[src/rtl/pon_ubal_ram.sv]
`default_nettype none
module pon_ubal_ram #(
   parameter int WIDTH = 8,
   parameter int DEPTH = 16
) (
   input  wire logic                     clock,
   input  wire logic                     we,
   input  wire logic [$clog2(DEPTH)-1:0] waddr,
   input  wire logic [WIDTH-1:0]         wdata,
   input  wire logic                     re,
   input  wire logic [$clog2(DEPTH)-1:0] raddr,
   output      logic [WIDTH-1:0]         rdata
);

   logic [WIDTH-1:0] mem [DEPTH];

   always_ff @(posedge clock) begin
      if (we) begin
         mem[waddr] <= wdata;
      end
      if (re) begin
         rdata <= mem[raddr];
      end
   end

endmodule
`default_nettype wire

[config.mk]
export PLATFORM = sky130hd
export DESIGN_NAME = pon_ubal_ram
export DESIGN_NICKNAME = d
export VERILOG_FILES = /design/src/rtl/pon_ubal_ram.sv
export SDC_FILE = /design/constraint.sdc
export NUM_CORES = 1
export LEC_CHECK = 0
export BUFFER_PORTS_ARGS = -buffer_cell sky130_fd_sc_hd__clkbuf_2
export CAP_MARGIN = 25
export CORE_MARGIN = 3
export CORE_UTILIZATION = 49
export CTS_CLUSTER_DIAMETER = 150
export DETAILED_ROUTE_END_ITERATION = 8
export PLACE_DENSITY_LB_ADDON = 0.05
export SYNTH_ARGS = -nofsm -noshare
export SYNTH_HDL_FRONTEND = slang
export SYNTH_SLANG_ARGS = --single-unit
[constraint.sdc]
create_clock -name clock -period 3.65 [get_ports clock]
set_input_delay 0.73 -clock clock [delete_from_list [all_inputs] [get_ports clock]]
set_output_delay 0.73 -clock clock [all_outputs]
set_load 0.05 [all_outputs]
# Yosys cells after proc, flatten, opt, wreduce, memory -nomap -nowiden
# Memories as Yosys holds them, arrays and structs flattened. A register that Yosys moved wholly into a read port is not among the register bits.
# Index checks and enable logic that the tools add are counted.
# totals
elab_cells	3
n_memories	1
output_inout_bits	8
reg_bits	0
inputBits	19
ram_bits	128
# classes
muxes	2
# mem_list
name	depth	word_bits	rd	rd_ports_with_merged_regs	write_ports	line_no	text
mem	16	8	1	1	1	15	logic [WIDTH-1:0] mem [DEPTH];
# ops
operator	count
$mux W1	2

# Depth between registers and ports, before layout
# logic_depth
depth_word	2
ltp_mapped	5
mapped_depth_nobuf	3

# Least setup slack after synthesis
# No wires, ideal clock.
# synth_path
path_kind	in2reg
start	in waddr[2]
end	mem mem[0][0], enable pin
t_required_ns	3.267
stages	2
slack_ns	1.427
arrival_ns	1.840
cell_sequence	or3b_2 > nor3_1
# synth_lines
item	line_no	text
from (decl)	8	input wire logic [$clog2(DEPTH)-1:0] waddr,
to (decl)	15	
# Straight into the memory's write port.

==> impl_metrics.sql <==
INSERT INTO impl_metrics (metric_group, metric, value, unit) VALUES
('setup_path', 'worst_setup_path_start_kind', 'input pin', ''),
('outcome', 'run_status', 'complete, no violations', ''),
('synthesis', 'synthSimpleGateAreaFrac', '3.14', '%'),
('setup_path', 'worst-path-max-fanout', '23', ''),
('place', 'portBuffers', '26', ''),
('synthesis', 'library_cells_used_by_synthesis', '18', ''),
('final_layout', 'antenna_cells', '0', ''),
('route', 'vias_per_cell', '5.70', ''),
('final_layout', 'finalInstanceArea', '6070', 'um2'),
('sta', 'timing.setup.tns', '0', 'ps'),
('final_layout', 'area_delta_synth_final', '16.1', '%'),
('cts', 'clockBufferDepth', '2', ''),
('cts', 'cts_repair_resize_count', '0', ''),
('synthesis', 'synth_adder_area_share', '0', '%'),
('global_routing', 'antenna_found_initial', '0', ''),
('sta', 'final_hold_viol_count', '0', ''),
('synthesis', 'yosys-mux-area-fraction', '14.8', '%'),
('pwr', 'power-per-cell-area', '588', 'nW/um2'),
('sta', 'rsz_0062_raised_after_global_routing', 'no', ''),
('worst_hold_path', 'hold_path_class', 'in2reg', ''),
('cts', 'cts-buffers-inserted', '17', ''),
('synthesis', 'synth_compound_area_share', '2.30', '%'),
('synthesis', 'synth-seq-cells', '136', ''),
('synthesis', 'postSynthCellCount', '229', ''),
('setup_path', 'worst_stage_delay_on_the_critical_path', '570', 'ps'),
('floorplan', 'die-height', '109', 'um'),
('floorplan', 'io-pin-count', '27', ''),
('global_routing', 'first_pass_grt_wire_length', '15500', 'um'),
('global_routing', 'grt_max_degree', '24', ''),
('synthesis', 'avgSynthCellArea', '22.8', 'um2'),
('route', 'initialDrtViolationCount', '157', ''),
('cts', 'clock_tree.htree_level_count', '4', ''),
('synthesis', 'synthXorXnorAreaFrac', '0', '%'),
('synthesis', 'part_of_the_yosys_area_used_for_sequential_elements', '78.1', '%'),
('route', 'drt-wirelength-per-cell', '24.3', 'um'),
('floorplan', 'row_count', '37', ''),
('synthesis', 'synth_top_family_by_area', 'multiplexers', ''),
('cts', 'cts_root_buffer', 'sky130_fd_sc_hd__clkbuf_8', ''),
('route', 'vias', '2395', ''),
('synthesis', 'synthesis.yosys.warnings', '0', ''),
('cts', 'sinks_on_clock_net', '136', ''),
('sta', 'timing.final.crit_period', '2070', 'ps'),
('synthesis', 'synth_edf_count', '136', ''),
('pwr', 'max-vdd-ir-drop', '0.266', 'mV'),
('job', 'max_cap_viol', '0', ''),
('route', 'dr.pass1.iters', '4', ''),
('floorplan', 'floorplan_die_area', '11900', 'um2'),
('cts', 'tritoncts', 'yes', ''),
('cts', 'cts_hold_buffers', '0', ''),
('floorplan', 'placeableCoreArea', '10400', 'um2'),
('cts', 'clock_slew_at_reported_path_ffs', '60', 'ps'),
('global_routing', 'grt.overflow.total', '0', ''),
('cts', 'cts_setup_buffers', '0', ''),
('setup_path', 'slowest_stage', 'sky130_fd_sc_hd__mux4_1', ''),
('setup_path', 'critPathRequiredTime', '3910', 'ps'),
('setup_path', 'path_class', 'in2reg', ''),
('pwr', 'total_power', '3.57', 'mW'),
('sta', 'setup_viol', '0', ''),
('place', 'detailed_placer_s_ending_hpwl', '6320', 'um'),
('setup_path', 'critPathCaptureType', 'flip-flop', ''),
('global_routing', 'track_usage', '19.3', '%'),
('floorplan', 'initial_core_util', '50.4', '%'),
('synthesis', 'synth.cell_area', '5230', 'um2'),
('setup_path', 'critical_path_arrival', '2330', 'ps'),
('route', 'antenna_left', '0', ''),
('sta', 'worst_clock_skew', '6.22', 'ps'),
('sta', 'relSlewSlack', '32.1', '%'),
('place', 'postPlaceCellArea', '5510', 'um2'),
('sta', 'maxSlewViolCount', '0', ''),
('final_layout', 'drive_above_1_share', '27.5', '%'),
('cts', 'insertion_delay', '520', 'ps'),
('place', 'routabilityCongestion', '0.694', ''),
('sta', 'layout_worst_path_cycle_share', '56.6', '%'),
('setup_path', 'worstPathCellList', 'clkbuf_2 > buf_12 > mux4_1 > a22oi_1 > nand2_1', ''),
('pwr', 'leakagePower', '2.03', 'nW'),
('sta', 'clock.fmax', '484', 'MHz'),
('route', 'drt-total-wl', '10200', 'um'),
('synthesis', 'asyncSetResetFlopFracSynth', '0', '%'),
('floorplan', 'die_x', '109', 'um'),
('route', 'detail_route.drc_violations', '0', ''),
('global_routing', 'grt_pass1_vias', '2475', ''),
('sta', 'worst_margin_slew', '1010', 'ps'),
('final_layout', 'design.final.nets', '291', ''),
('synthesis', 'syn-num-nets', '248', ''),
('synthesis', 'ys.flop_type', 'sky130_fd_sc_hd__edfxtp_1', '');
==> per-stage QoR <==
step	util, %	hold WS [ps]	worst slack (ps)	cells
2_1_floorplan	-	705	1430	229
3_3_place_gp	53.1	736	1020	388
3_5_place_dp	53.1	749	1000	388
4_1_cts	58.5	605	1550	419
5_1_grt	58.5	618	1490	420
6_report	58.5	624	1580	420
==> layout by cell type, fill, tap and decap left out, drive strengths merged <==
cell type  synthesis  routed
and2b              1       1
buf                7       8
nand3b             2       2
nor2b              1       1
and2               1       1
clkbuf             0      46
clkinvlp           0       2
nor3               4       4
clkinv             0       6
nand2b             2       2
or3b               1       1
edfxtp           136     136
nor2              13      13
a22oi             16      16
nand2              9       9
nand3              1       1
bufinv             0       3
mux4              32      32
==> synth_stat cells (all sizes together), types with 2 or more instances <==
cell | instances | area [um2]
a22oi | 16 | 120
buf | 7 | 56.3
clkdlybuf4s25 | 3 | 30.0
edfxtp | 136 | 4080
mux4 | 32 | 773
nand2 | 9 | 33.8
nand2b | 2 | 12.5
nand3b | 2 | 15.0
nor2 | 13 | 48.8
nor3 | 4 | 20.0
==> flip-flops by register name, indices dropped and copies added (netlist names) <==
name / flops
rdata: 8
mem: 128
==> worst max-delay path: cells and delay by family <==
kind	cells	cell delay [ps]
AOI/OAI and AO/OA	1	310
buffers and inverters	2	610
muxes	1	570
and+or+nand+nor	1	100
==> power by group <==
group	total (mW)	leakage [nW]	internal [mW]	switching, mW
registers	1.77	1.24	1.76	0.00925
clock network	1.62	0.267	1.02	0.594
logic	0.180	0.524	0.0640	0.116
total	3.57	2.03	2.85	0.719
==> kinds of logic after synthesis <==
kind of cell    Yosys count
simple gates             35
compound gates           16
mux                      32
flops                   136
buf+inv                  10
==> per-layer routing <==
| layer | up-vias | routed length [um] | track usage, % |
|---|---|---|---|
| met4 | 0 | 132 | 6.41 |
| met5 | - | 0 | 0 |
| met1 | 1247 | 4560 | 27.9 |
| li1 | 1074 | - | - |
| met3 | 13 | 510 | 5.21 |
| met2 | 61 | 4990 | 28.9 |
==> final cells by class <==
type	count	area (um2)
tap	136	170
clock buffer	20	425
timing repair buffer	34	203
multi-input combinational	83	1060
clock inverter	11	131
fill	777	4300
sequential	136	4080
==> worst paths after layout <==
path	start	end	slack [ps]	depth (start not counted)
worst max-delay path	raddr[0]	rdata[3]	1580	5
worst min-delay path	re	rdata[3]	620	1
worst max register to register	mem[9][4]	rdata[4]	2090	3
worst min register to register	mem[14][7]	rdata[7]	760	3
No activity file was read; power rests on OpenSTA's default activity.
