## src/rtl/pon_ubal_pkg.sv

```systemverilog
`default_nettype none
package pon_ubal_pkg;

   localparam int NUM_TERMINALS_DEFAULT = 16;
   localparam int MAX_ENTRIES = 16;
   localparam int NUM_CLASSES = 3;
   localparam int BUDGET_W = 16;
   localparam int POOL_W = 24;
   localparam logic [16:0] MAX_OFFSET = 17'h1FFFF;

   // Configuration register indexes
   localparam logic [2:0] CSR_FRAME_BYTES = 3'd0;
   localparam logic [2:0] CSR_WINDOW_A = 3'd1;
   localparam logic [2:0] CSR_WINDOW_B = 3'd2;
   localparam logic [2:0] CSR_WINDOW_C = 3'd3;
   localparam logic [2:0] CSR_INTERVAL_A = 3'd4;
   localparam logic [2:0] CSR_INTERVAL_B = 3'd5;
   localparam logic [2:0] CSR_INTERVAL_C = 3'd6;
   localparam logic [2:0] CSR_GUARD = 3'd7;

   localparam logic [15:0] FRAME_BYTES_RESET = 16'd38880;
   localparam logic [15:0] WINDOW_RESET = 16'd4096;
   localparam logic [11:0] INTERVAL_RESET = 12'd4;
   localparam logic [7:0] GUARD_RESET = 8'd3;

   // Class flag bit positions
   localparam int FL_POLL = 0;
   localparam int FL_EXTRA = 1;
   localparam int FL_PEND = 2;
   localparam int FL_REQ = 3;
   localparam int FL_KIND = 4;

   localparam logic CMD_REPORT = 1'b0;

   typedef enum logic [1:0] {
      UPD_REPORT,
      UPD_SERVE,
      UPD_REFILL
   } upd_op_type;

   typedef struct packed {
      logic        cmd;
      logic [3:0]  terminal;
      logic [1:0]  traffic_class;
      logic [23:0] request_bytes;
      logic        report_kind;
   } req_type;

   typedef struct packed {
      logic [3:0]  map_terminal;
      logic [16:0] start_offset;
      logic [15:0] grant_a;
      logic [15:0] grant_b;
      logic [15:0] grant_c;
      logic [15:0] grant_best_effort;
      logic [2:0]  report_request_mask;
      logic [2:0]  report_kind_mask;
      logic        last;
   } rsp_type;

   typedef struct packed {
      logic [23:0]        backlog;
      logic signed [17:0] credit;
      logic [11:0]        timer;
      logic [23:0]        gsp;
      logic [23:0]        gse;
      logic [6:0]         flags;
   } entry_type;

   typedef struct packed {
      logic [2:0][15:0] grant;
      logic [2:0]       reqm;
      logic [2:0]       kindm;
      logic [16:0]      offset;
   } map_type;

   typedef struct packed {
      upd_op_type          op;
      logic [15:0]         window;
      logic [11:0]         interval;
      logic [15:0]         budget;
      logic [POOL_W-1:0]   pool;
      logic                report_kind;
      logic [23:0]         request_bytes;
   } upd_ctl_type;

   typedef struct packed {
      logic [15:0]       grant;
      logic [15:0]       budget;
      logic [POOL_W-1:0] pool;
      logic              req_bit;
      logic              kind_bit;
   } upd_res_type;

   localparam entry_type ENTRY_RESET = '{
      backlog: 24'd0,
      credit: 18'sd4096,
      timer: 12'd3,
      gsp: 24'd0,
      gse: 24'd0,
      flags: 7'b1000000
   };

   function automatic logic [23:0] sat24(input logic [23:0] a, input logic [15:0] b);
      logic [24:0] s;
      s = {1'b0, a} + {9'd0, b};
      return s[24] ? 24'hFFFFFF : s[23:0];
   endfunction

   // Credit that an expired, positive bucket lends to the class pool
   function automatic logic [POOL_W-1:0] contrib(input entry_type e);
      logic [POOL_W-1:0] r;
      r = '0;
      if (e.timer == 12'd0 && e.credit > 0) begin
         r = POOL_W'(e.credit[16:0]);
      end
      return r;
   endfunction

endpackage
`default_nettype wire

```

## src/rtl/pon_ubal_div.sv

```systemverilog
`default_nettype none
module pon_ubal_div #(
   parameter int DIVISOR = 16
) (
   input  wire logic                              clock,
   input  wire logic                              reset,
   input  wire logic                              start,
   input  wire logic [pon_ubal_pkg::BUDGET_W-1:0] dividend,
   output      logic                              done,
   output      logic [pon_ubal_pkg::BUDGET_W-1:0] quotient
);

   localparam int W = pon_ubal_pkg::BUDGET_W;
   localparam int L = (DIVISOR > 1) ? $clog2(DIVISOR) : 0;
   localparam int S = W + L;
   localparam int PW = S + W + 2;
   // ceil(2^S / DIVISOR) gives the exact quotient for every W-bit dividend
   localparam int RECIP = ((1 << S) + DIVISOR - 1) / DIVISOR;

   logic [PW-1:0] prod;
   logic [W-1:0]  q_ff, q_in;
   logic          done_ff, done_in;

   always_comb begin
      prod = PW'(dividend) * PW'(RECIP);
      q_in = start ? prod[S +: W] : q_ff;
      done_in = start;
   end

   always_ff @(posedge clock) begin
      q_ff <= q_in;
      if (reset) begin
         done_ff <= 1'b0;
      end else begin
         done_ff <= done_in;
      end
   end

   assign done = done_ff;
   assign quotient = q_ff;

endmodule
`default_nettype wire

```

## config.mk

```make
export PLATFORM = sky130hd
export DESIGN_NAME = pon_ubal_div
export DESIGN_NICKNAME = d
export VERILOG_FILES = /design/src/rtl/pon_ubal_pkg.sv /design/src/rtl/pon_ubal_div.sv
export SDC_FILE = /design/constraint.sdc
export NUM_CORES = 1
export LEC_CHECK = 0
export BUFFER_PORTS_ARGS = -buffer_cell sky130_fd_sc_hd__buf_4
export CELL_PAD_IN_SITES_DETAIL_PLACEMENT = 1
export CELL_PAD_IN_SITES_GLOBAL_PLACEMENT = 1
export CORE_AREA = 2 2 44 46
export CTS_CLUSTER_DIAMETER = 100
export DETAILED_ROUTE_END_ITERATION = 10
export DIE_AREA = 0 0 46 48
export GPL_TIMING_DRIVEN = 0
export PLACE_DENSITY = 0.8
export REMOVE_ABC_BUFFERS = 1
export SYNTH_ARGS = -nofsm -noshare
export SYNTH_HDL_FRONTEND = slang
export SYNTH_SLANG_ARGS = --single-unit
```

## constraint.sdc

```tcl
create_clock -name clock -period 0.8 [get_ports clock]
set_clock_uncertainty 0.05 [all_clocks]
set_input_delay 0.16 -clock clock [delete_from_list [all_inputs] [get_ports clock]]
set_output_delay 0.16 -clock clock [all_outputs]
set_load 0.005 [all_outputs]
```

# Yosys cells after proc, flatten, opt, wreduce, memory -nomap -nowiden
# Index checks and enable logic that the tools add are counted.
[totals]
out_inout_bits = 17
word_cells = 2
in_bits = 19
ff_bits = 13

# Logic depth before layout (Yosys ltp)
[depth]
ltp_word = 0
ltp_mapped = 1
depth_no_buf = 1

# Worst setup path before layout
# No wires, ideal clock.
[synth_timing]
kind = "register -> output"
startpoint = "register q_ff[0], in the netlist quotient[0]"
endpoint = "output port quotient[0] (netlist bit)"
arrival_ns = 0.355
required_time_ns = 0.590
n_path_buf = 0
stages_incl_launch_ff = 1
setup_slack_ns = 0.235
path_cell_list = "edfxtp_1"
[synth_lines]
columns = ["element", "line_no", "rtl"]
rows = [
  ["start: declaration", "pon_ubal_div.sv:21", "logic [W-1:0] q_ff, q_in;"],
  ["start signal: assignment", "pon_ubal_div.sv:31", "q_ff <= q_in;"],
  ["end: declaration", "pon_ubal_div.sv:10", "output logic [pon_ubal_pkg::BUDGET_W-1:0] quotient"],
]
# No word-level cell between the ends.

# Final worst setup path
[layout_timing]
startpoint = "register q_ff[9], in the netlist quotient[9]"
endpoint = "output port quotient[9] (netlist bit)"
# No word-level cell between the ends.

==> run summary <==
The flow ran to the end, but the final reports show violations. The final reports fail on negative setup slack. The number of buffers and inverters on the critical path was 1.

The layout cell share with drive strength beyond 1 is 0.660. For the area of the die, the log shows 2210 sq um. Broken down by cell family, the worst path's largest delay share belongs to flip-flops. The classification of the worst setup path is reg -> out. The shortest clock period the worst path allows after layout was 1.01 ns; the total clock sinks was 13.

STA classifies the critical path endpoint as an output port. The count of placed standard cells including taps is 62, and the DRC violation total after the first TritonRoute iteration is 8. The global routing met1 resource utilization came out at 0.0909.

The number of core rows was 15; the number of top-level pins was 36. Global routing met3 resource utilization: 0.0604. Entering global routing, the biggest net connects 14 pins.

Setup repair after global routing could not meet its margin everywhere. Traced cell by cell, the critical path runs through buf_6. The design draws 1400 uW. For this block, the routed nets add up to 873 microns of wire.

For this run, the number of standard cells in the final layout without fillers is 67. For the number of buffers added to fix hold violations after cts, the log shows 1. Measured along the y axis, the die boundary spans 48 microns. The final worst-path setup slack was -0.215 ns; the setup TNS was -2.41 ns. The starting utilization of the core area was 0.253; the Yosys warning count was 0. The distinct cell type count of the synthesized netlist is 5, and the via count of the first global-routing pass is 255.

The cell with the biggest individual delay on the critical path was edfxtp_1. The final weighted congestion in routability-driven placement was 0.737; the leakage power figure was 0.000310 uW. For this run, design rule violations remaining after detail routing come to 0. Before CTS, the worst setup slack after placement is 0.0732 ns.

The residual antenna-violating net count after detailed routing is 0. The end point of the worst hold path was quotient[5]. Number of post-CTS setup repair buffers: 0. The number of antenna diodes in the final layout is 0. No sink is reached through more buffers than the 2 on the longest clock path. The HPWL after detailed placement is 717 microns.

Dividing the detail-routed via count by the number of cells gives 4.03. Setup violations remaining at the end of the flow were counted as 13. The worst hold path begins at dividend[9]. The layer flagged by global routing as most heavily used is met2.

The worst hold path class was in -> reg. The final cycle utilization of the critical path came out at 1.27. CTS placed an instance of clkbuf_4 at the clock tree root.

Count of final max-slew check failures: 0. The count of TritonRoute iterations in the first routing pass came out at 4. STA classifies the critical path startpoint as a flop. The count of buffers added on input and output ports is 27. The tools report the number of antenna violations at the first check in global routing as 0. After the last flow step, the layout net total stands at 70.

The via count of the routed design was 270. The met2 usage is 0.133, and the global routing usage summed across all routing layers is 0.0883. Data arrives at the worst endpoint at 0.80 ns. The first global-routing pass estimated 1260 microns of wire.

For the peak supply drop, the log shows 0.000903 V. Global routing finished with a remaining overflow of 0. Hold timing on the final database bottoms out at a slack of 0.0109 ns.

For this design the ratio of total power to cell area is 1970 nW/um^2. The tools report the maximum clock frequency as 986 MHz. Synthesis produced 19 cells.

The H-tree depth reported by CTS was 1. The clock buffer count from CTS is 3, and the data required time at the worst endpoint is 0.59 ns. Compared with the post-synthesis result, the final layout area differs by 65.8%. The largest single stage delay on the critical path is 0.40 ns. In the final routed layout, each cell accounts on average for 13.0 microns. The logs give 1690 sq um for the area of the core and 0.889 for the sequential cell area fraction in the yosys report. The number of failing hold endpoints at the final stage is 0, and the clock transition at the register clock pins on the worst setup and hold paths after CTS is 0.08 ns. TritonCTS built the clock tree. The floorplan step set the die width to 46 microns. A synthesized cell averages 22.5 sq um.

The combined area of all synthesized cells is 428 sq um, and the number of max-cap violations is 0. The critical-path maximum fanout was 1. The cell depth of the worst hold path was 1; the number of synthesized register bits was 13.
-- registers in the layout, summed over array words and instances, names as in the netlist --
register	cells
quotient	12
done	1
-- per-stage QoR --
| stage | util | instance area [sq um] |
|---|---|---|
| 2_1_floorplan | - | 409 |
| 3_3_place_gp | 0.375 | 633 |
| 3_5_place_dp | 0.375 | 633 |
| 4_1_cts | 0.397 | 671 |
| 5_1_grt | 0.420 | 709 |
| 6_report | 0.420 | 709 |
-- cell usage after synthesis --
cell / instances / area share
edfxtp_1: 12 / 0.84
conb_1: 1 / 0.0088
nor2b_4: 1 / 0.032
dfxtp_1: 1 / 0.047
buf_4: 4 / 0.070
-- area by class of cell --
type	instances	area, sq um
repair buffers	28	250
fillers	173	980
clock inverters	1	5.00
clock buffers	3	22.5
flip-flops and latches	13	382
multi-input cells	5	28.8
well taps	17	21.3
-- worst max-delay path by stage --
stage	startpoint	endpoint	slack, ns	depth (start not counted)
after global placement	start	quotient[3]	0.10	1
after CTS	quotient[2]	quotient[2]	-0.24	1
after global routing	quotient[9]	quotient[9]	-0.26	1
final	quotient[9]	quotient[9]	-0.21	1
after detailed placement	quotient[9]	quotient[9]	0.07	1
after floorplan	quotient[0]	quotient[0]	0.23	0
-- cells by family after synthesis --
logic type	share of synthesized area
AND/OR/NAND/NOR	0.0322
flip-flops	0.889
other	0.00876
buffers and inverters	0.0702
-- placed cells by master, fill, tap and decap left out --
cell type,instances
clkinv_2,1
dlygate4sd3_1,1
buf_6,10
buf_4,17
dfxtp_2,1
edfxtp_1,12
nor2b_4,1
conb_1,4
clkbuf_4,3
-- per-layer routing --
layer | vias to the layer above | part of all wire
met5 | - | 0
met4 | 0 | 0
met3 | 0 | 0.20
met2 | 32 | 0.42
met1 | 114 | 0.37
li1 | 124 | -
-- report_power, final --
group / switching [uW] / internal [uW]
sequential: 20.6 / 800
combinational: 55.1 / 129
clock: 208 / 185
-- what timing repair did --
item / CTS / global route
resized for setup: 0 / 11
endpoints found under the hold margin: 3 / 9
setup endpoints to repair: 13 / 13
No activity file was read; power rests on OpenSTA's default activity.
