### config.mk
export PLATFORM = sky130hd
export DESIGN_NAME = pon_ubal_update
export DESIGN_NICKNAME = d
export VERILOG_FILES = /design/src/rtl/pon_ubal_pkg.sv /design/src/rtl/pon_ubal_update.sv
export SDC_FILE = /design/constraint.sdc
export NUM_CORES = 1
export LEC_CHECK = 0
export BUFFER_PORTS_ARGS = -buffer_cell sky130_fd_sc_hd__clkbuf_2
export CAP_MARGIN = 20
export CORE_UTILIZATION = 59
export DETAILED_ROUTE_END_ITERATION = 6
export MAX_ROUTING_LAYER = met4
export PLACE_DENSITY = 0.95
export SYNTH_ARGS = -nofsm -noshare
export SYNTH_HDL_FRONTEND = slang
export SYNTH_SLANG_ARGS = --single-unit
### constraint.sdc
create_clock -name vclk -period 46.5
set_input_delay 6.975 -clock vclk [all_inputs]
set_output_delay 6.975 -clock vclk [all_outputs]
set_load 0.02 [all_outputs]
### src/rtl/pon_ubal_pkg.sv
`default_nettype none
package pon_ubal_pkg;

   localparam int NUM_TERMINALS_DEFAULT = 16;
   localparam int MAX_ENTRIES = 16;
   localparam int NUM_CLASSES = 3;
   localparam int BUDGET_W = 16;
   localparam int POOL_W = 24;
   localparam logic [16:0] MAX_OFFSET = 17'h1FFFF;

   // Configuration register indexes
   localparam logic [2:0] CSR_FRAME_BYTES = 3'd0;
   localparam logic [2:0] CSR_WINDOW_A = 3'd1;
   localparam logic [2:0] CSR_WINDOW_B = 3'd2;
   localparam logic [2:0] CSR_WINDOW_C = 3'd3;
   localparam logic [2:0] CSR_INTERVAL_A = 3'd4;
   localparam logic [2:0] CSR_INTERVAL_B = 3'd5;
   localparam logic [2:0] CSR_INTERVAL_C = 3'd6;
   localparam logic [2:0] CSR_GUARD = 3'd7;

   localparam logic [15:0] FRAME_BYTES_RESET = 16'd38880;
   localparam logic [15:0] WINDOW_RESET = 16'd4096;
   localparam logic [11:0] INTERVAL_RESET = 12'd4;
   localparam logic [7:0] GUARD_RESET = 8'd3;

   // Class flag bit positions
   localparam int FL_POLL = 0;
   localparam int FL_EXTRA = 1;
   localparam int FL_PEND = 2;
   localparam int FL_REQ = 3;
   localparam int FL_KIND = 4;

   localparam logic CMD_REPORT = 1'b0;

   typedef enum logic [1:0] {
      UPD_REPORT,
      UPD_SERVE,
      UPD_REFILL
   } upd_op_type;

   typedef struct packed {
      logic        cmd;
      logic [3:0]  terminal;
      logic [1:0]  traffic_class;
      logic [23:0] request_bytes;
      logic        report_kind;
   } req_type;

   typedef struct packed {
      logic [3:0]  map_terminal;
      logic [16:0] start_offset;
      logic [15:0] grant_a;
      logic [15:0] grant_b;
      logic [15:0] grant_c;
      logic [15:0] grant_best_effort;
      logic [2:0]  report_request_mask;
      logic [2:0]  report_kind_mask;
      logic        last;
   } rsp_type;

   typedef struct packed {
      logic [23:0]        backlog;
      logic signed [17:0] credit;
      logic [11:0]        timer;
      logic [23:0]        gsp;
      logic [23:0]        gse;
      logic [6:0]         flags;
   } entry_type;

   typedef struct packed {
      logic [2:0][15:0] grant;
      logic [2:0]       reqm;
      logic [2:0]       kindm;
      logic [16:0]      offset;
   } map_type;

   typedef struct packed {
      upd_op_type          op;
      logic [15:0]         window;
      logic [11:0]         interval;
      logic [15:0]         budget;
      logic [POOL_W-1:0]   pool;
      logic                report_kind;
      logic [23:0]         request_bytes;
   } upd_ctl_type;

   typedef struct packed {
      logic [15:0]       grant;
      logic [15:0]       budget;
      logic [POOL_W-1:0] pool;
      logic              req_bit;
      logic              kind_bit;
   } upd_res_type;

   localparam entry_type ENTRY_RESET = '{
      backlog: 24'd0,
      credit: 18'sd4096,
      timer: 12'd3,
      gsp: 24'd0,
      gse: 24'd0,
      flags: 7'b1000000
   };

   function automatic logic [23:0] sat24(input logic [23:0] a, input logic [15:0] b);
      logic [24:0] s;
      s = {1'b0, a} + {9'd0, b};
      return s[24] ? 24'hFFFFFF : s[23:0];
   endfunction

   // Credit that an expired, positive bucket lends to the class pool
   function automatic logic [POOL_W-1:0] contrib(input entry_type e);
      logic [POOL_W-1:0] r;
      r = '0;
      if (e.timer == 12'd0 && e.credit > 0) begin
         r = POOL_W'(e.credit[16:0]);
      end
      return r;
   endfunction

endpackage
`default_nettype wire

### src/rtl/pon_ubal_update.sv
`default_nettype none
module pon_ubal_update (
   input  wire pon_ubal_pkg::upd_ctl_type ctl,
   input  wire pon_ubal_pkg::entry_type   entry_in,
   output      pon_ubal_pkg::entry_type   entry_out,
   output      pon_ubal_pkg::upd_res_type res
);

   pon_ubal_pkg::entry_type e;
   logic [4:0]         fl;
   logic [1:0]         cnt;
   logic               expired;
   logic [15:0]        g;
   logic [15:0]        m;
   logic [23:0]        used;
   logic signed [25:0] s;

   always_comb begin
      e = entry_in;
      fl = entry_in.flags[4:0];
      cnt = entry_in.flags[6:5];
      expired = (entry_in.timer == 12'd0);
      g = '0;
      m = '0;
      used = '0;
      s = '0;
      res.budget = ctl.budget;
      case (ctl.op)
         pon_ubal_pkg::UPD_REPORT: begin
            if (ctl.report_kind) begin
               used = e.gse;
               e.gse = '0;
               fl[pon_ubal_pkg::FL_EXTRA] = 1'b0;
            end else begin
               used = e.gsp;
               e.gsp = '0;
               fl[pon_ubal_pkg::FL_POLL] = 1'b0;
            end
            e.backlog = (ctl.request_bytes > used) ? ctl.request_bytes - used : '0;
         end
         pon_ubal_pkg::UPD_SERVE: begin
            if (expired) begin
               fl[pon_ubal_pkg::FL_REQ] = 1'b1;
               fl[pon_ubal_pkg::FL_POLL] = 1'b1;
               fl[pon_ubal_pkg::FL_KIND] = 1'b0;
               cnt = 2'd1;
            end else begin
               fl[pon_ubal_pkg::FL_REQ] = 1'b0;
            end
            m = ctl.window;
            if (e.backlog < {8'd0, m}) begin
               m = e.backlog[15:0];
            end
            if (ctl.budget < m) begin
               m = ctl.budget;
            end
            if (e.credit > 0 && ctl.budget != 16'd0) begin
               g = m;
               e.credit = e.credit - $signed({2'b00, g});
               e.backlog = e.backlog - {8'd0, g};
               res.budget = ctl.budget - g;
            end
            if (fl[pon_ubal_pkg::FL_POLL]) begin
               e.gsp = pon_ubal_pkg::sat24(e.gsp, g);
            end
            if (g != 16'd0 && cnt < 2'd2) begin
               fl[pon_ubal_pkg::FL_PEND] = 1'b1;
               cnt = cnt + 2'd1;
            end
            if (!expired && fl[pon_ubal_pkg::FL_PEND]) begin
               fl[pon_ubal_pkg::FL_REQ] = 1'b1;
               fl[pon_ubal_pkg::FL_KIND] = 1'b1;
               fl[pon_ubal_pkg::FL_EXTRA] = 1'b1;
               fl[pon_ubal_pkg::FL_PEND] = 1'b0;
            end
            if (fl[pon_ubal_pkg::FL_EXTRA]) begin
               e.gse = pon_ubal_pkg::sat24(e.gse, g);
            end
         end
         pon_ubal_pkg::UPD_REFILL: begin
            // borrow from the pool of expired positive buckets
            if (e.credit < 0 && ctl.pool != '0) begin
               s = $signed({2'b00, ctl.pool}) + 26'(e.credit);
               e.credit = s[25] ? $signed(s[17:0]) : 18'sd0;
            end
            if (expired) begin
               e.timer = ctl.interval;
               e.credit = (e.credit < 0) ? e.credit + $signed({2'b00, ctl.window})
                                         : $signed({2'b00, ctl.window});
            end
            e.timer = e.timer - 12'd1;
         end
         default: begin
         end
      endcase
      e.flags = {cnt, fl};
      entry_out = e;
      res.grant = g;
      res.req_bit = fl[pon_ubal_pkg::FL_REQ];
      res.kind_bit = fl[pon_ubal_pkg::FL_REQ] & fl[pon_ubal_pkg::FL_KIND];
      res.pool = ctl.pool + pon_ubal_pkg::contrib(e)
                 - ((ctl.op == pon_ubal_pkg::UPD_REFILL) ? pon_ubal_pkg::contrib(entry_in)
                                                         : '0);
   end

endmodule
`default_nettype wire

Word-level counts from Yosys, hierarchy flattened
Cells that the tools add are included.
{"block": "op_classes", "addsub": 12, "magnitude_cmp": 8, "eq_ne": 2, "mux": 48, "n_bitwise": 1, "n_reduce_logical": 13}
{"operator": "24-bit 2-to-1 mux", "count": 10}
{"operator": "16-bit 2-to-1 mux", "count": 9}
{"operator": "48-bit case mux with 2 select lines", "count": 1}
{"operator": "18-bit 2-to-1 mux", "count": 4}
{"operator": "30-bit 2-to-1 mux", "count": 2}
{"operator": "24-bit by 16-bit adder with 25-bit output", "count": 2}
{"operator": "24-bit case mux with 2 select lines", "count": 1}
{"operator": "24-bit subtractor", "count": 2}
{"operator": "42-bit 2-to-1 mux", "count": 1}
{"operator": "18-bit by 1-bit > comparator with 1-bit output, second input constant", "count": 2}
{"operator": "18-bit by 1-bit less-than comparator with 1-bit output, second input constant", "count": 2}
{"operator": "18-bit case mux with 2 select lines", "count": 1}
{"operator": "17-bit 2-to-1 mux", "count": 2}
{"operator": "16-bit nonzero test", "count": 2}
{"operator": "25-bit by 18-bit adder with 26-bit output", "count": 1}
{"operator": "24-bit adder", "count": 1}
{"operator": "24-bit > comparator", "count": 1}
{"operator": "12-bit zero test", "count": 2}
{"operator": "24-bit by 16-bit less-than comparator with 1-bit output", "count": 1}
{"operator": "24-bit nonzero test", "count": 1}
{"operator": "24-bit by 16-bit subtractor with 24-bit output", "count": 1}
{"operator": "18-bit by 17-bit adder with 18-bit output", "count": 1}
{"operator": "18-bit by 17-bit subtractor with 18-bit output", "count": 1}
{"operator": "16-bit less-than comparator", "count": 1}
{"operator": "16 further kinds", "count": 32}
{"block": "word_totals", "ff_bits": 0, "inputBits": 204, "output_inout_bits": 167, "word_cells": 84}

Depth between registers and ports, before layout
Gate-level depths: netlist of run 1.
{"block": "logic_depth", "ltp_word": 17, "mapped_depth": 57, "ltp_nobuf": 54}

Worst setup path before layout of run 1
Ideal clock, no wire load.
{"block": "synth_path", "path_type": "input port to output port", "from": "input ctl[86] (netlist name)", "to": "output res[24] (netlist name)", "arrival_time_ns": 17.556, "required_ns": 39.525, "slack_ns": 21.969, "path_stages": 53, "path_buffers": 5, "cell_sequence": "inv_1 > ha_1 > a21o_1 > a221o_1 > a211oi_2 > o21a_2 > buf_6 > buf_4 > mux2i_1 > ha_1 > and4_1 > nand2_1 > nor3_1 > o311ai_0 > mux2_2 > o211a_1 > buf_2 > clkbuf_1 > (+17 left out) > inv_1 > ha_1 > o21ai_0 > a21boi_0 > o21ai_0 > a21boi_0 > o21ai_0 > a21boi_0 > o21ai_0 > a21boi_0 > o21ai_0 > a21boi_0 > o21a_1 > o21ai_0 > a211oi_1 > a221o_1 > o41ai_1 > xnor2_1"}
{"element": "start, declared", "line": "pon_ubal_update.sv:3", "source": "input wire pon_ubal_pkg::upd_ctl_type ctl,"}
{"element": "end, declared", "line": "pon_ubal_update.sv:6", "source": "output pon_ubal_pkg::upd_res_type res"}

==> results of run 1 <==
## power by group through the flow
| stage | logic (uW) | registers, uW | clock network, uW |
|---|---|---|---|
| 3_3_place_gp | 242 | 0 | 0 |
| 4_1_cts | 248 | 0 | 0 |
| 2_1_floorplan | 174 | 0 | 0 |
| 3_5_place_dp | 247 | 0 | 0 |
| 6_report | 255 | 0 | 0.00000577 |
| 5_1_grt | 275 | 0 | 0.00000576 |
## per-layer routing
layer  routed length [um]  GRT usage (%)
met5                    0              -
met4                 2843          19.66
met3                 6164          6.612
met2                24220          72.33
met1                20850          54.18
## logic make-up (layout without fill, tap and decap cells)
| group | after synthesis | count (layout) | synth area share (%) |
|---|---|---|---|
| simple gates | 731 | 731 | 24.06 |
| compound gates | 721 | 721 | 34.34 |
| fa+ha+maj | 209 | 209 | 19.99 |
| other cells | 0 | 2 | 0 |
| mux | 60 | 60 | 4.555 |
| xor+xnor | 132 | 132 | 8.417 |
| buf+inv | 304 | 599 | 8.645 |
## stage by stage
stage / power (uW) / instance area [um2] / hold WS, ps / utilization (%) / cells
global placement: 241.5 / 15730 / 14300 / 69.26 / 2736
detailed placement: 246.8 / 15740 / 14300 / 69.29 / 2737
global route: 275.2 / 15740 / 14340 / 69.32 / 2739
floorplan: 173.5 / 13740 / 14080 / - / 2157
finish: 255.3 / 15740 / 14300 / 69.32 / 2739
CTS: 248.4 / 15740 / 14300 / 69.29 / 2737
## cell usage after synthesis, types with 9 or more instances
library cell,number
inv_1,199
buf_2,16
a21oi_1,173
a31oi_1,23
o31ai_1,26
a21boi_0,23
nand2b_1,14
fa_1,22
mux2i_1,49
a22oi_1,11
a22o_1,10
nor4_1,20
ha_1,172
o21bai_1,21
nand4_1,28
nand2_1,256
nor3_1,51
o21a_1,15
nand3_1,38
clkbuf_1,75
a211oi_1,19
and2_1,24
o221ai_1,21
maj3_1,13
or4_1,9
a221o_1,10
o211ai_1,26
mux2_2,9
xnor2_1,109
xor2_1,23
and3_1,16
o21ai_0,201
a21o_1,40
o21ai_1,13
nor2_1,231
a221oi_1,9
## how the worst max path moves through the flow
| stage | to | start | cells after the start | slack (ps) |
|---|---|---|---|---|
| 6_report | res[24] | ctl[86] | 51 | 19700 |
| 5_1_grt | res[24] | entry_in[96] | 50 | 18800 |
| 4_1_cts | res[24] | ctl[86] | 51 | 20020 |
| 3_5_place_dp | res[24] | entry_in[96] | 50 | 20060 |
| 3_3_place_gp | res[24] | ctl[86] | 51 | 20650 |
| 2_1_floorplan | res[24] | ctl[86] | 53 | 21970 |
## final cells by class
class,instances,area (um2),area share [%]
antenna,2,5.005,0.03179
inverter,200,750.7,4.769
multi-input combinational,1853,12560,79.80
tap,285,356.6,2.265
timing repair buffer,399,2067,13.13
==> results by group, run 1 <==
Routing
  – DR vias/cell: 6.583
  – DR DRC count: 0
  – Initial drt markers: 2312
  – DR vias: 18032
  – Routed Antenna Nets: 0
  – 1st-pass router iterations: 7
  – WL per Instance: slightly below 20 um
  – DRT Wirelength: between 50 and 60 mm

Layout
  – Synthesis-to-layout area growth: 14.60%
  – CLK BUF: 0
  – Commonest non-fill, non-tap cells in the layout: clkbuf_2 (371), nand2_1 (256), nor2_1 (230), inv_1 (199), o21ai_0 (199)
  – Layout Nets: approximately 2900
  – Commonest non-fill, non-tap cell in the layout: clkbuf_2
  – Share of layout cells above drive strength 1: a little under a fifth
  – FFs & Latches: 0
  – Register Area: 0 um2
  – Layout fillers: 2059

Run
  – Max cap viols: 0

Setup path
  – Startpoint types: input pin
  – Worst path slowest cell: mux2i_1
  – CP max FO: 29
  – CP required: roughly 40000 ps
  – Critical Path Sink Type: output port
  – CP max stage delay: approximately 880 ps
  – CP arrival: 19830 ps
  – CP Class: input pin to output port
  – Top cell family by delay on the critical path: compound AO/OA/AOI/OAI gates
  – Most frequent CP cell: o21ai_0
  – Buffers & Inverters on Critical Path: 5

Power and ir drop
  – Power per cell area: between 15 and 20 nW/um2
  – Seq pwr share: 0%
  – Sw power: between 150 and 200 uW
  – Int Pwr: approximately 94 uW
  – Clock share of power: 0%
  – Leak: 0.007677 uW
  – Sw Ratio: about 63%
  – Comb pwr share: 100.0%
  – Worst vdd ir: 0.01063 mV

Yosys
  – Area contributors post-synth: ha_1 (16%), o21ai_0 (7.3%), nand2_1 (7.0%), xnor2_1 (7.0%), nor2_1 (6.3%)
  – Dominant cell type by area after synthesis: ha_1
  – Seq/Total Area, Yosys: 0%
  – Post-synth top area share: 15.67%
  – Area of the mapped netlist: ~14000 um2
  – Mean post-synth cell area: approximately 6.4 um2
  – Post-Syn Instances: 2157
  – Ys Warns: 0
  – Syn_nets: approximately 2600
  – Unique masters post-synth: between 90 and 100

Hold path
  – Hold Crit Start: entry_in[36]
  – Worst Hold Class: input pin to output port
  – Cells on Worst Hold Path: 4
  – Hold endpoint: entry_out[36]

Place
  – Pre-CTS WS: between 20000 and 25000 ps
  – Hpwl dp: 44.39 mm
  – I/O Buffers: approximately 370
  – GPL Wtd Cong: around 1.1

Floorplan
  – Die area: ~24000 um2
  – Die Ht: roughly 150 um
  – Core area: about 23000 um2
  – # IOs: ~370
  – Starting Density: 60.48%
  – Rows: 55
  – Die X: about 150 um

Timing
  – Fmax: around 37 MHz
  – RSZ-0062 raised after global routing: no
  – Final setup fails: 0
  – Max_slew headroom: between 20 and 30%
  – Least-Margin Pin Slew: 1041 ps
  – Min Tclk post-route: approximately 27000 ps
  – Final hold vios: 0
  – Setup TNS: 0 ps
  – Setup slack after layout: ~20000 ps
  – Pins over their slew limit: 0
  – Fin crit share: 57.64%

GRT
  – Overflow after GRT: 0
  – Initial antenna violation count: 2
  – Global-route wire length before repair: around 84 mm
  – Largest net degree at the start of global routing: between 80 and 90
  – Vias in the first global route: ~16000
  – Total GRT Usage: ~44%

Clock tree
  – CTS Hold Buffers Added: 0
  – # Post-CTS Setup Buffers: 0
  – Cts repair resizes: 0

Run status
  – Status: complete, no violations
(Power assumes the default switching activity.)
==> run 2: changes to the inputs <==
Settings changed: CORE_UTILIZATION 59 to 57.
Clock period 46.5 ns to 24.9 ns, I/O delays scaled along.
==> run 2 against run 1 <==
Compared with the run above:
- wire length grew 0.43%
- hold slack lost 6500 ps
- non-clock buffer count shrank 1
- critical path depth is the same
==> results by group, run 2 (synthesized netlist as in run 1, its figures left out) <==
Run status
  – Status: complete, no violations (unchanged)

Layout
  – CLK BUF: 0 (unchanged)
  – Fin cells: 2774 (was 2739)
  – Final Util: 67.08% (was 69.32%)
  – Commonest non-fill, non-tap cell in the layout: clkbuf_2 (unchanged)
  – Synthesis-to-layout area growth: 14.98% (was 14.60%)
  – Share of layout cells above drive strength 1: 18.12% (was 18.11%)
  – Commonest non-fill, non-tap cells in the layout: clkbuf_2 (371), nand2_1 (256), nor2_1 (230), inv_1 (199), o21ai_0 (199) (unchanged)
  – Register Area: 0 um2 (unchanged)
  – Layout fillers: 2179 (was 2059)
  – FFs & Latches: 0 (unchanged)
  – Layout Nets: 2851 (was 2852)

Hold path
  – Hold Crit Start: entry_in[37] (was entry_in[36])
  – Hold endpoint: entry_out[37] (was entry_out[36])
  – Worst Hold Class: input pin to output port (unchanged)
  – Cells on Worst Hold Path: 4 (unchanged)

Floorplan
  – Die Ht: 157.2 um (was 154.6 um)
  – Starting Density: 58.34% (was 60.48%)
  – Die X: 157.2 um (was 154.6 um)
  – Die area: 24720 um2 (was 23900 um2)
  – Rows: 56 (was 55)
  – Core area: 23540 um2 (was 22710 um2)
  – # IOs: 371 (unchanged)

Setup path
  – Critical Path Sink Type: output port (unchanged)
  – Startpoint types: input pin (unchanged)
  – CP max FO: 29 (unchanged)
  – CP required: 21160 ps (was 39520 ps)
  – CP arrival: 16920 ps (was 19830 ps)
  – CP max stage delay: 920 ps (was 880 ps)
  – Worst path slowest cell: mux2i_1 (unchanged)
  – CP Class: input pin to output port (unchanged)
  – Most frequent CP cell: o21ai_0 (unchanged)

Clock tree
  – CTS Hold Buffers Added: 0 (unchanged)
  – # Post-CTS Setup Buffers: 0 (unchanged)
  – Cts repair resizes: 0 (unchanged)

Place
  – Pre-CTS WS: 4755 ps (was 20060 ps)
  – GPL Wtd Cong: 1.047 (was 1.083)
  – Placed cells: 2767 (was 2737)
  – I/O Buffers: 371 (unchanged)
  – Hpwl dp: 44.53 mm (was 44.39 mm)

Timing
  – Least-Margin Pin Slew: 1171 ps (was 1041 ps)
  – Setup TNS: 0 ps (unchanged)
  – Final setup fails: 0 (unchanged)
  – Max_slew headroom: 21.61% (was 29.71%)
  – RSZ-0062 raised after global routing: no (unchanged)
  – Min Tclk post-route: just over 20000 ps
  – Worst hold margin: 7830 ps (was 14300 ps)
  – Fin crit share: roughly 83%
  – Pins over their slew limit: 0 (unchanged)
  – Final hold vios: 0 (unchanged)
  – Setup slack after layout: 4241 ps (was 19700 ps)
  – Fmax: 48.41 MHz

Power and ir drop
  – Worst vdd ir: 0.01903 mV (was 0.01063 mV)
  – Power per cell area: 30.15 nW/um2 (was 16.22 nW/um2)
  – Leak: 0.007676 uW (was 0.007677 uW)

GRT
  – Global-route wire length before repair: 83.17 mm (was 84.13 mm)
  – Vias in the first global route: 16422 (was 16296)
  – Overflow after GRT: 0 (unchanged)
  – Total GRT Usage: 42.99% (was 44.39%)
  – Initial antenna violation count: 3 (was 2)
  – Largest net degree at the start of global routing: 69 (was 84)

Routing
  – WL per Instance: 19.58 um (was 19.74 um)
  – DRT Wirelength: 54.31 mm (was 54.08 mm)
  – Initial drt markers: 1863 (was 2312)
  – DR vias/cell: 6.466 (was 6.583)
  – DR vias: 17937 (was 18032)
  – 1st-pass router iterations: 7 (unchanged)
  – Routed Antenna Nets: 0 (unchanged)
  – DR DRC count: 0 (unchanged)

Run
  – Max cap viols: 0 (unchanged)
## run 2: cell count changes in the layout (fill, tap and decap cells not counted)
| cell | change |
|---|---|
| o21ai_2 | +1 |
| buf_8 | +1 |
| o21ai_1 | -1 |
| diode_2 | +2 |
| buf_4 | -2 |
## run 2: area by class of cell
cell class,instances,area (um2),share of cell area (%)
multi-input combinational,1853,12570,79.57
timing repair buffer,398,2067,13.09
inverter,200,750.7,4.754
tap,319,399.1,2.527
antenna,4,10.01,0.06338
## run 2: through the flow
| stage | area, um2 | total power (uW) |
|---|---|---|
| 5_1_grt | 15790 | 516.5 |
| 4_1_cts | 15750 | 463.7 |
| 3_5_place_dp | 15750 | 461.2 |
| 2_1_floorplan | 13740 | 324.0 |
| 3_3_place_gp | 15750 | 450.8 |
| 6_report | 15790 | 476.1 |
## run 2: critical path: cells and delay by family
family | cells | cell delay [ps]
xor gates and xnor gates | 1 | 180
buffers and inverters | 5 | 840
AOI/OAI and AO/OA | 29 | 7650
adders and majority gates | 5 | 1580
and+or+nand+nor | 9 | 1650
muxes | 2 | 1300
## run 2: metal layers
layer | GRT usage [%] | up-vias | part of all wire [%]
met1 | 52.35 | 8192 | 39
li1 | - | 8380 | -
met4 | 23.30 | 0 | 5.7
met5 | - | - | 0
met3 | 6.250 | 228 | 11
met2 | 68.23 | 1137 | 44
## run 2: how the worst max path moves through the flow
stage | slack [ps] | startpoint | cells past startpoint | to
6_report | 4240 | ctl[88] | 51 | res[24]
5_1_grt | 3550 | ctl[88] | 51 | res[24]
4_1_cts | 4690 | ctl[88] | 51 | res[24]
3_5_place_dp | 4760 | entry_in[94] | 50 | res[24]
3_3_place_gp | 5500 | entry_in[94] | 50 | res[24]
2_1_floorplan | 6850 | ctl[86] | 53 | res[24]
## run 2: report_power, final
group | switching [uW] | total (uW) | internal (uW)
registers | 0 | 0 | 0
clock network | 0 | 0.0000216 | 0.0000215
logic | 300 | 476 | 176
==> run 3: changes to the inputs <==
Settings changed: ABC_AREA from default to 1, PLACE_DENSITY 0.95 to 0.94.
Clock period 24.9 ns to 20.6 ns, I/O delays scaled along.
==> run 3 against run 2 <==
Compared with the run above:
- clock-buffer cell count did not move
- final cell count rose by 17%
- global-route usage up 6.3 points
- design area rose by 2.7%
- worst setup slack worse by 500 ps
- sequential cell count unchanged
- hold slack worse by 1300 ps
==> results by group, run 3 <==
Layout
  – Synthesis-to-layout area growth: 14.46% (was 14.98%)
  – Final Util: 66.52% (was 67.08%)
  – Layout Nets: 3310 (was 2851)
  – Register Area: 0 um2 (unchanged)
  – Share of layout cells above drive strength 1: 16.36% (was 18.12%)
  – CLK BUF: 0 (unchanged)
  – Commonest non-fill, non-tap cells in the layout: nand2_1 (631), inv_1 (388), clkbuf_2 (371), o21ai_0 (226), a21oi_1 (221) (was clkbuf_2 (371), nand2_1 (256), nor2_1 (230), inv_1 (199), o21ai_0 (199))
  – Commonest non-fill, non-tap cell in the layout: nand2_1 (was clkbuf_2)
  – FFs & Latches: 0 (unchanged)

Setup path
  – CP Class: input pin to output port (unchanged)
  – CP arrival: 13770 ps (was 16920 ps)
  – CP max FO: 34 (was 29)
  – CP max stage delay: 830 ps (was 920 ps)
  – Worst path slowest cell: o21ai_1 (was mux2i_1)
  – Critical path endpoint: res[24] (unchanged)
  – Most frequent CP cell: a21oi_1 (was o21ai_0)
  – CP required: 17510 ps (was 21160 ps)
  – Critical Path Sink Type: output port (unchanged)
  – Critical Path Source: ctl[88] (unchanged)
  – Startpoint types: input pin (unchanged)

GRT
  – M1 GR Usage: 58.33% (was 52.35%)
  – GR peak layer: met2 (unchanged)
  – Global routing usage on met3: 6.883% (was 6.250%)
  – Largest net degree at the start of global routing: 51 (was 69)
  – Total GRT Usage: 49.27% (was 42.99%)
  – Overflow after GRT: 0 (unchanged)
  – Global-route wire length before repair: 97.86 mm (was 83.17 mm)
  – Vias in the first global route: 18572 (was 16422)
  – Met2 usage: 77.31% (was 68.23%)
  – Initial antenna violation count: 3 (unchanged)

Routing
  – WL per Instance: 19.69 um (was 19.58 um)
  – DR vias: 19937 (was 17937)
  – Initial drt markers: 2533 (was 1863)
  – DRT Wirelength: 63.73 mm (was 54.31 mm)
  – Routed Antenna Nets: 0 (unchanged)
  – DR DRC count: 0 (unchanged)
  – 1st-pass router iterations: 6 (was 7)
  – DR vias/cell: 6.159 (was 6.466)

Floorplan
  – # IOs: 371 (unchanged)
  – Core area: 24390 um2 (was 23540 um2)
  – Rows: 57 (was 56)
  – Die Ht: 159.7 um (was 157.2 um)
  – Die X: 159.7 um (was 157.2 um)
  – Die area: 25510 um2 (was 24720 um2)
  – Starting Density: 58.12% (was 58.34%)

Timing
  – Least-Margin Pin Slew: 1142 ps (was 1171 ps)
  – Worst hold margin: 6546 ps (was 7830 ps)
  – Max_slew headroom: 23.58% (was 21.61%)
  – Fmax: slightly below 60 MHz
  – Pins over their slew limit: 0 (unchanged)
  – RSZ-0062 raised after global routing: no (unchanged)
  – Setup TNS: 0 ps (unchanged)
  – Final hold vios: 0 (unchanged)
  – Fin crit share: approximately four fifths
  – Min Tclk post-route: ~17000 ps
  – Final setup fails: 0 (unchanged)

Clock tree
  – CTS Hold Buffers Added: 0 (unchanged)
  – # Post-CTS Setup Buffers: 0 (unchanged)
  – Cts repair resizes: 0 (unchanged)

Yosys
  – Unique masters post-synth: 64 (was 91)
  – Mean post-synth cell area: 5.463 um2 (was 6.368 um2)
  – Area of the mapped netlist: 14180 um2 (was 13740 um2)
  – Syn_nets: 2993 (was 2555)
  – Post-synth top area share: 16.71% (was 15.67%)
  – Dominant cell type by area after synthesis: nand2_1 (was ha_1)
  – Ys Warns: 0 (unchanged)
  – Seq/Total Area, Yosys: 0% (unchanged)
  – Area contributors post-synth: nand2_1 (17%), ha_1 (15%), inv_1 (10%), o21ai_0 (8.0%), a21oi_1 (7.8%) (was ha_1 (16%), o21ai_0 (7.3%), nand2_1 (7.0%), xnor2_1 (7.0%), nor2_1 (6.3%))
  – Post-Syn Instances: 2595 (was 2157)
  – Post-synth top cells: nand2_1 (631), inv_1 (388), o21ai_0 (227), a21oi_1 (221), nor2_1 (209) (was nand2_1 (256), nor2_1 (231), o21ai_0 (201), inv_1 (199), a21oi_1 (173))
  – Most common cell in the netlist: nand2_1 (unchanged)

Run status
  – Status: complete, no violations (unchanged)

Place
  – I/O Buffers: 371 (unchanged)
  – Hpwl dp: 53.15 mm (was 44.53 mm)
  – GPL Wtd Cong: 1.123 (was 1.047)

Hold path
  – Worst Hold Class: input pin to output port (unchanged)

Run
  – Max cap viols: 0 (unchanged)
==> run 3: cell types whose count changed after synthesis, moves of 21 or more <==
cell      change
a21boi_0     -21
a21o_1       -35
a21oi_1      +48
clkbuf_1     -25
inv_1       +189
mux2i_1      -49
nand2_1     +375
nand2_2      +24
nand3_1     +132
nor2_1       -22
o21ai_0      +26
o31ai_1      -24
xnor2_1      -70
xor2_1       +62
==> run 3: worst min-delay path by stage <==
stage	to	slack, ps	from	depth (start not counted)
after floorplan	entry_out[27]	6350	entry_in[27]	2
after global placement	entry_out[0]	6530	entry_in[0]	4
after detailed placement	entry_out[0]	6540	entry_in[0]	4
after CTS	entry_out[0]	6540	entry_in[0]	4
after global routing	entry_out[6]	6570	entry_in[6]	4
final	entry_out[0]	6550	entry_in[0]	4
==> run 3: metrics by stage <==
step | area [um2] | setup WS (ps) | std cells
after floorplan | 14180 | 6033 | 2595
after global placement | 16220 | 4143 | 3234
after detailed placement | 16220 | 4023 | 3234
after CTS | 16220 | 3992 | 3234
after global routing | 16230 | 3088 | 3237
final | 16230 | 3740 | 3237
==> run 3: routing by layer <==
layer,part of all wire [%],vias to the layer above,routed length (um)
li1,-,9288,-
met1,38,8898,24170
met2,43,1396,27450
met3,11,355,7002
met4,8.0,0,5111
met5,0,-,0
==> run 3: logic make-up after synthesis <==
kind of cell | Yosys count | synth area share (%)
buffers and inverters | 475 | 13.19
AOI/OAI and AO/OA | 615 | 24.55
and+or+nand+nor | 1187 | 36.32
xor gates and xnor gates | 124 | 7.661
adders and majority gates | 194 | 18.29
==> run 3: area by class of cell <==
cell class         instances  area [um2]
diodes                     3       7.507
fillers                 2464        8165
multi-input cells       2120       12320
inverters                402        1509
repair buffers           388        1984
well taps                324       405.4
==> run 3: critical path, delay by kind of cell <==
family	cells	cell delay, ps
AOI/OAI and AO/OA	19	4940
xor gates and xnor gates	1	140
buffers and inverters	6	960
adders and majority gates	5	2020
and+or+nand+nor	20	2620
